**src/rtl/dtsig_pkg.sv**
```systemverilog
// dtsig_pkg: shared constants of the diamond tiled stencil index generator
// configuration register indexes and field widths; no dependencies
`default_nettype none
package dtsig_pkg;
    localparam int CFG_IDX_W  = 2;
    localparam int CFG_DATA_W = 13;
    localparam int IDX_W      = 12;
    localparam int TH_W       = 7;

    localparam logic [CFG_IDX_W-1:0] REG_GRID_WIDTH  = 2'd0;
    localparam logic [CFG_IDX_W-1:0] REG_GRID_HEIGHT = 2'd1;
    localparam logic [CFG_IDX_W-1:0] REG_TIME_STEPS  = 2'd2;
    localparam logic [CFG_IDX_W-1:0] REG_TILE_HEIGHT = 2'd3;
endpackage
`default_nettype wire

```
**src/rtl/diamond_tiled_stencil_index_gen_unit.sv**
```systemverilog
// diamond_tiled_stencil_index_gen_unit: diamond tiled (x, y, t) sweep generator
// depends on dtsig_pkg; checked by dtsig_checker
//
// Usage: each transfer on the s_ channel (s_tdata[0] = restart) asks for one
// point; one transfer on the m_ channel answers it. restart = 1 starts the
// sweep over and answers with its first point. m_tlast marks the final point,
// m_tuser = 1 means the sweep is done (all other fields zero) until a restart.
// The cfg channel writes grid_width, grid_height, time_steps and tile_height
// (index 0 to 3); cfg_ready is always high; write only while the block is idle.
// A request is served by a sequencer around one span unit that evaluates one
// tile time slice per cycle while the sequencer scans. A point request passes
// through the ADV state before its result is registered for m_; a done answer
// is registered straight from the idle state. The next request is taken only
// after the result transfer. Moving to the next time slice, every empty time
// slice and every tile change (through the TILE and SCAN states) add steps, so
// the edges of the grid and of the time range add skip steps; a restart adds
// the scan to the first non-empty tile.
// s_tready is low while a request is being worked on and while a result
// waits in the output register, so a stalled receiver holds off new requests.
// Reset (aresetn low, synchronous) restores the configuration registers to 1
// and marks the sweep done.
`default_nettype none
module diamond_tiled_stencil_index_gen_unit
    import dtsig_pkg::*;
#(
    parameter int MAX_GRID        = 4096,
    parameter int MAX_STEPS       = 4096,
    parameter int MAX_TILE_HEIGHT = 64
) (
    input  wire logic                  aclk,
    input  wire logic                  aresetn,
    input  wire logic                  cfg_valid,
    output logic                       cfg_ready,
    input  wire logic [CFG_IDX_W-1:0]  cfg_index,
    input  wire logic [CFG_DATA_W-1:0] cfg_data,
    input  wire logic                  s_tvalid,
    output logic                       s_tready,
    input  wire logic [7:0]            s_tdata,   // restart [0], zero pad [7:1]
    output logic                       m_tvalid,
    input  wire logic                  m_tready,
    output logic [39:0]                m_tdata,   // x_index, y_index, time_index, pad
    output logic                       m_tlast,   // last_point
    output logic                       m_tuser    // sweep_done
);
    localparam int VW_RAW = $clog2(MAX_GRID + MAX_STEPS) + $clog2(MAX_TILE_HEIGHT) + 4;
    localparam int VW     = (VW_RAW > 15) ? VW_RAW : 15;

    localparam logic [1:0] ST_IDLE = 2'd0;
    localparam logic [1:0] ST_TILE = 2'd1;
    localparam logic [1:0] ST_SCAN = 2'd2;
    localparam logic [1:0] ST_ADV  = 2'd3;

    typedef logic signed [VW-1:0] val_t;

    logic [CFG_DATA_W-1:0] gw_reg, gh_reg, ts_reg;
    logic [TH_W-1:0]       th_reg;
    logic [1:0]            state_reg, state_next;
    logic                  seek_reg, seek_next;
    logic                  fin_reg, fin_next;
    logic [2:0]            phase_reg, phase_next;
    val_t                  tc_reg, tc_next, tr_reg, tr_next, bc_reg, bc_next;
    val_t                  st_reg, st_next;
    val_t                  ct_reg, ct_next, cr_reg, cr_next, cc_reg, cc_next;
    val_t                  rx_reg, rx_next, ry_reg, ry_next, rt_reg, rt_next;
    logic                  mv_reg, mv_next, ml_reg, ml_next, md_reg, md_next;
    logic [3*IDX_W-1:0]    mf_reg, mf_next;

    val_t nx, ny, nt, h, l, xo, yo, tb, ox, oy, ot, len, hi, lo, ts, a, hx, hy, mm;
    val_t r0, r1, c0, c1;
    logic [1:0] kind;
    logic band_ok, span_ok, s_acc;

    assign cfg_ready = 1'b1;
    assign s_tready  = (state_reg == ST_IDLE) && !mv_reg;
    assign s_acc     = s_tvalid && s_tready;
    assign m_tvalid  = mv_reg;
    assign m_tdata   = {4'b0, mf_reg};
    assign m_tlast   = ml_reg;
    assign m_tuser   = md_reg;

    always_comb begin
        nx = (gw_reg > MAX_GRID) ? val_t'(MAX_GRID) : val_t'(gw_reg);
        ny = (gh_reg > MAX_GRID) ? val_t'(MAX_GRID) : val_t'(gh_reg);
        nt = (ts_reg > MAX_STEPS) ? val_t'(MAX_STEPS) : val_t'(ts_reg);
        if (th_reg == '0) h = val_t'(1);
        else if (th_reg > MAX_TILE_HEIGHT) h = val_t'(MAX_TILE_HEIGHT);
        else h = val_t'(th_reg);
        l = h <<< 1;
        // tile origins follow the current tile height
        xo = tc_reg * l;
        yo = tr_reg * l;
        tb = bc_reg * l;
        unique case (phase_reg)
            3'd0: begin ox = xo + h; oy = yo + h; ot = tb - h; len = l; kind = 2'd0; end
            3'd1: begin ox = xo + h; oy = yo; ot = tb; len = h; kind = 2'd1; end
            3'd2: begin ox = xo; oy = yo + h; ot = tb; len = h; kind = 2'd2; end
            3'd3: begin ox = xo; oy = yo; ot = tb; len = l; kind = 2'd0; end
            3'd4: begin ox = xo; oy = yo + h; ot = tb + h; len = h; kind = 2'd1; end
            default: begin ox = xo + h; oy = yo; ot = tb + h; len = h; kind = 2'd2; end
        endcase
        hi = ((ot + len) < nt) ? (ot + len) : nt;
        lo = (ot < 0) ? val_t'(0) : ot;
        ts = (state_reg == ST_ADV) ? ct_reg : st_reg;
        a  = ts - ot;
        mm = (a < (l - a - val_t'(1))) ? a : (l - a - val_t'(1));
        unique case (kind)
            2'd0:    begin hx = mm; hy = mm; end
            2'd1:    begin hx = h - a - val_t'(1); hy = a; end
            default: begin hx = a; hy = h - a - val_t'(1); end
        endcase
        r0 = ((oy - hy) < 0) ? val_t'(0) : (oy - hy);
        r1 = ((oy + hy) < (ny - val_t'(1))) ? (oy + hy) : (ny - val_t'(1));
        c0 = ((ox - hx) < 0) ? val_t'(0) : (ox - hx);
        c1 = ((ox + hx) < (nx - val_t'(1))) ? (ox + hx) : (nx - val_t'(1));
        span_ok = (r0 <= r1) && (c0 <= c1);
        band_ok = (nt != 0) && (tb <= nt - val_t'(1) + l);
    end

    always_comb begin
        state_next = state_reg; seek_next = seek_reg; fin_next = fin_reg;
        phase_next = phase_reg; tc_next = tc_reg; tr_next = tr_reg; bc_next = bc_reg;
        st_next = st_reg; ct_next = ct_reg; cr_next = cr_reg; cc_next = cc_reg;
        rx_next = rx_reg; ry_next = ry_reg; rt_next = rt_reg;
        mv_next = mv_reg && !m_tready; ml_next = ml_reg; md_next = md_reg; mf_next = mf_reg;
        unique case (state_reg)
            ST_IDLE: begin
                if (s_acc) begin
                    if (s_tdata[0]) begin
                        phase_next = '0; tc_next = '0; tr_next = '0; bc_next = '0;
                        ct_next = '0; cr_next = '0; cc_next = '0;
                        seek_next = 1'b1; state_next = ST_TILE;
                    end else if (fin_reg) begin
                        mv_next = 1'b1; mf_next = '0; ml_next = 1'b0; md_next = 1'b1;
                    end else begin
                        rx_next = cc_reg; ry_next = cr_reg; rt_next = ct_reg;
                        seek_next = 1'b0; state_next = ST_ADV;
                    end
                end
            end
            ST_TILE: begin
                st_next = lo;
                state_next = ST_SCAN;
            end
            default: begin
                priority if (!band_ok) begin
                    fin_next = 1'b1; state_next = ST_IDLE; mv_next = 1'b1;
                    if (seek_reg) begin
                        mf_next = '0; ml_next = 1'b0; md_next = 1'b1;
                    end else begin
                        mf_next = {rt_reg[IDX_W-1:0], ry_reg[IDX_W-1:0], rx_reg[IDX_W-1:0]};
                        ml_next = 1'b1; md_next = 1'b0;
                    end
                end else if (state_reg == ST_ADV && span_ok && (cc_reg + val_t'(1) <= c1)) begin
                    cc_next = cc_reg + val_t'(1); fin_next = 1'b0;
                    state_next = ST_IDLE; mv_next = 1'b1;
                    mf_next = {rt_reg[IDX_W-1:0], ry_reg[IDX_W-1:0], rx_reg[IDX_W-1:0]};
                    ml_next = 1'b0; md_next = 1'b0;
                end else if (state_reg == ST_ADV && span_ok && (cr_reg + val_t'(1) <= r1)) begin
                    cr_next = cr_reg + val_t'(1); cc_next = c0; fin_next = 1'b0;
                    state_next = ST_IDLE; mv_next = 1'b1;
                    mf_next = {rt_reg[IDX_W-1:0], ry_reg[IDX_W-1:0], rx_reg[IDX_W-1:0]};
                    ml_next = 1'b0; md_next = 1'b0;
                end else if (state_reg == ST_ADV) begin
                    st_next = ct_reg + val_t'(1);
                    state_next = ST_SCAN;
                end else if (st_reg >= hi) begin
                    if (xo <= nx - val_t'(1)) begin
                        tc_next = tc_reg + val_t'(1);
                    end else begin
                        tc_next = '0;
                        if (yo <= ny - val_t'(1)) begin
                            tr_next = tr_reg + val_t'(1);
                        end else begin
                            tr_next = '0;
                            if (phase_reg < 3'd5) begin
                                phase_next = phase_reg + 3'd1;
                            end else begin
                                phase_next = '0; bc_next = bc_reg + val_t'(1);
                            end
                        end
                    end
                    state_next = ST_TILE;
                end else if (span_ok) begin
                    ct_next = st_reg; cr_next = r0; cc_next = c0;
                    if (seek_reg) begin
                        rx_next = c0; ry_next = r0; rt_next = st_reg;
                        seek_next = 1'b0; state_next = ST_ADV;
                    end else begin
                        fin_next = 1'b0; state_next = ST_IDLE; mv_next = 1'b1;
                        mf_next = {rt_reg[IDX_W-1:0], ry_reg[IDX_W-1:0], rx_reg[IDX_W-1:0]};
                        ml_next = 1'b0; md_next = 1'b0;
                    end
                end else begin
                    st_next = st_reg + val_t'(1);
                end
            end
        endcase
    end

    always_ff @(posedge aclk) begin
        if (!aresetn) begin
            gw_reg <= CFG_DATA_W'(1); gh_reg <= CFG_DATA_W'(1);
            ts_reg <= CFG_DATA_W'(1); th_reg <= TH_W'(1);
            state_reg <= ST_IDLE; seek_reg <= 1'b0; fin_reg <= 1'b1;
            phase_reg <= '0; tc_reg <= '0; tr_reg <= '0; bc_reg <= '0;
            ct_reg <= '0; cr_reg <= '0; cc_reg <= '0;
            mv_reg <= 1'b0;
        end else begin
            if (cfg_valid && cfg_ready) begin
                unique case (cfg_index)
                    REG_GRID_WIDTH:  gw_reg <= cfg_data;
                    REG_GRID_HEIGHT: gh_reg <= cfg_data;
                    REG_TIME_STEPS:  ts_reg <= cfg_data;
                    REG_TILE_HEIGHT: th_reg <= cfg_data[TH_W-1:0];
                    default: ;
                endcase
            end
            state_reg <= state_next; seek_reg <= seek_next; fin_reg <= fin_next;
            phase_reg <= phase_next; tc_reg <= tc_next; tr_reg <= tr_next;
            bc_reg <= bc_next; ct_reg <= ct_next; cr_reg <= cr_next; cc_reg <= cc_next;
            mv_reg <= mv_next;
        end
        st_reg <= st_next;
        rx_reg <= rx_next; ry_reg <= ry_next; rt_reg <= rt_next;
        mf_reg <= mf_next; ml_reg <= ml_next; md_reg <= md_next;
    end
endmodule
`default_nettype wire

```
**config.mk**
```make
export PLATFORM = sky130hd
export DESIGN_NAME = diamond_tiled_stencil_index_gen_unit
export DESIGN_NICKNAME = d
export VERILOG_FILES = /design/src/rtl/dtsig_pkg.sv /design/src/rtl/diamond_tiled_stencil_index_gen_unit.sv
export SDC_FILE = /design/constraint.sdc
export NUM_CORES = 2
export LEC_CHECK = 0
export ABC_AREA = 1
export BUFFER_PORTS_ARGS = -buffer_cell sky130_fd_sc_hd__buf_2
export CAP_MARGIN = 10
export CORE_MARGIN = 2
export CORE_UTILIZATION = 40
export DETAILED_ROUTE_END_ITERATION = 16
export HOLD_SLACK_MARGIN = 0.1
export PLACE_DENSITY = 0.67
export SKIP_CTS_REPAIR_TIMING = 1
export SYNTH_ARGS = -nofsm -noshare
export SYNTH_HDL_FRONTEND = slang
export SYNTH_SLANG_ARGS = --single-unit
```
**constraint.sdc**
```tcl
create_clock -name aclk -period 39.1 [get_ports aclk]
set_clock_uncertainty 0.2 [all_clocks]
set_input_delay 3.91 -clock aclk [delete_from_list [all_inputs] [get_ports aclk]]
set_output_delay 3.91 -clock aclk [all_outputs]
set_load 0.02 [all_outputs]
```
==> run metrics <==
n_diodes=0; Reg-to-Reg Start=th_reg[6]$_SDFFE_PN0P_; post-synthesis cell type count=82; Tot GR Track Use=between 20% and 30%; Ys Warns=0; most frequent CP cell=nand2_1; CTS root buf=clkbuf_16; Vias=between 40000 and 50000; register area share after synthesis=between 10% and 20%; most area-consuming cells after synthesis=ha_1 (17%), nand2_1 (12%), fa_1 (11%); async set-reset flop share out of synthesis=0%; launch point of the worst path=th_reg[6]$_SDFFE_PN0P_; number of routed nets with antenna violations=0; FMAX=around 0.042 GHz; period utilization=61.51%; Hold Crit Start=fin_reg$_SDFFE_PN1P_; Layout area overhead=5.825%; grt total ovfl=0; most frequent cells after synthesis=nand2_1 (1518), inv_1 (1129), nor2_1 (832), ha_1 (660), a21oi_1 (425); ys flop type=dfxtp_1; Avg Vias per Cell=5.322; CP Launch Type=register; HP Class=register to register; Max Cap Viol=0; global-route wire length before repair=roughly 230000 microns; Syn Inst Count=7145; Clock Path Buffers=3; type of the worst setup path=register to register; routability cong.=just under 1; Initial Utilization=about two fifths; area of the core=118400 sq um; Final Hold Fails=0; CP bufs+invs=12; floorplan row count=about 130; Slew headroom=roughly a fifth; Avg Cell Area, Syn=between 6 and 7 sq um; H-tree level count=2; Die X=350.0 microns; outcome=completed; RSZ-0062 raised after global routing=false; largest net degree at the start of global routing=112; nets=7967; DRT Pass-1 Iters=6; dominant cell type by area after synthesis=ha_1; IO Pins=73; critical path capture point type=register; Die Y=~350 microns; Port Buffer Count=60; initial antenna violation count=2; critical path peak fanout=50; vias in the first global route=43410; Die Area=between 100000 and 150000 sq um; TNS Setup=0 ns; most common cell in the netlist=nand2_1; HPWL after DPL=between 100000 and 150000 microns; Worst EP required=39.34 ns; total routed wirelength=147800 microns; share of the synthesized area in the top cell type=between 10% and 20%; clock slew at reported path FFs=roughly 0.06 ns; crit path DAT=between 20 and 25 ns; TritonCTS buffer count=36; critical path's largest stage delay=0.99 ns; Clock Latency Late Sink=around 0.57 ns; Final Max Tran Viols=0; Netlist Area Pre-Place=47880 sq um; CTS tree=done; wire per inst=17.09 microns; TritonCTS Sinks=286; DRC viols=0; #FFs+latches synth=286; final setup vio count=0; Initial DRC Count=between 3000 and 4000; Tightest Pin Transition=1.182 ns; max reg flops=36; layout cells sized above 1=4.838%; Post-synth EDFFs=just under 100; Crit path max-delay family=simple AND/OR/NAND/NOR gates; min Tclk post-route=24.05 ns; CP max stage cell=nand4_1
cell type report:
class | count | area (sq um)
clock inverter | 12 | 125.1
multi-input combinational | 5422 | 35730
clock buffer | 49 | 1032
timing repair buffer | 111 | 685.7
sequential | 286 | 6698
fill | 12450 | 67730
inverter | 1169 | 4395
tap | 1600 | 2002
worst register-to-register path, delay by kind of cell, from the launching register on:
| family | cells | cell delay, ns |
|---|---|---|
| and+or+nand+nor | 54 | 8.76 |
| buffers and inverters | 12 | 2.63 |
| xor gates and xnor gates | 4 | 1.93 |
| adders and majority gates | 13 | 5.22 |
| DFF | 1 | 0.46 |
| AOI/OAI and AO/OA | 21 | 4.74 |
through the flow:
stage | utilization [%] | hold slack, ns | instance area (sq um) | setup slack, ns | std cells
4_1_cts | 42.80 | 0.2758 | 50670 | 15.51 | 8649
3_3_place_gp | 41.82 | 0.2567 | 49510 | 15.72 | 8588
3_5_place_dp | 41.82 | 0.2654 | 49510 | 15.60 | 8588
5_1_grt | 42.80 | 0.2938 | 50670 | 13.28 | 8649
2_1_floorplan | - | 0.2432 | 47890 | 18.54 | 7148
6_report | 42.80 | 0.2739 | 50670 | 15.05 | 8649
routing by layer:
layer  track usage [%]  vias up  share of wire (%)
met1             32.40    21700                 45
met2             39.52     1366                 46
li1                  -    22730                  -
met5                 0        -              0.014
met4             6.184        2                2.6
met3             2.817      221                6.6
cells in the final DEF (no fill, tap or decap), types with 23 or more instances in the layout:
cell          n
a21oi_1     422
a31oi_1      23
buf_2        59
buf_4        52
clkbuf_16    38
dfxtp_1     188
edfxtp_1     97
fa_1        253
ha_1        659
inv_1      1127
inv_2        31
nand2_1    1518
nand3_1     278
nand3_2      23
nand4_1     152
nor2_1      828
nor3_1      126
nor4_1       41
o21ai_0     394
o21ai_1      42
o21bai_1     27
o31ai_1      25
or2_2        27
xnor2_1      68
xor2_1      279
kinds of logic (layout without fill, tap and decap cells):
family | after synthesis | in the layout | synth area share [%]
simple gates | 3079 | 3079 | 27.49
buf+inv | 1440 | 1341 | 11.59
mux | 1 | 1 | 0.02091
fa+ha+maj | 913 | 913 | 27.83
xor+xnor | 357 | 357 | 6.672
compound gates | 1067 | 1067 | 12.40
flops | 286 | 286 | 13.99
other cells | 2 | 5 | 0.01569
final timing paths:
kind                                   to  slack (ns)  cells after the start
setup / recovery  cr_reg[20]$_SDFFE_PN0P_       15.05                    104
hold / removal       fin_reg$_SDFFE_PN1P_        0.27                      2
setup reg to reg  cr_reg[20]$_SDFFE_PN0P_       15.05                    104
hold reg to reg      fin_reg$_SDFFE_PN1P_        0.27                      2
Power is not shown: default switching activity piles up to over one toggle a cycle in this logic, so the estimate is an artifact.
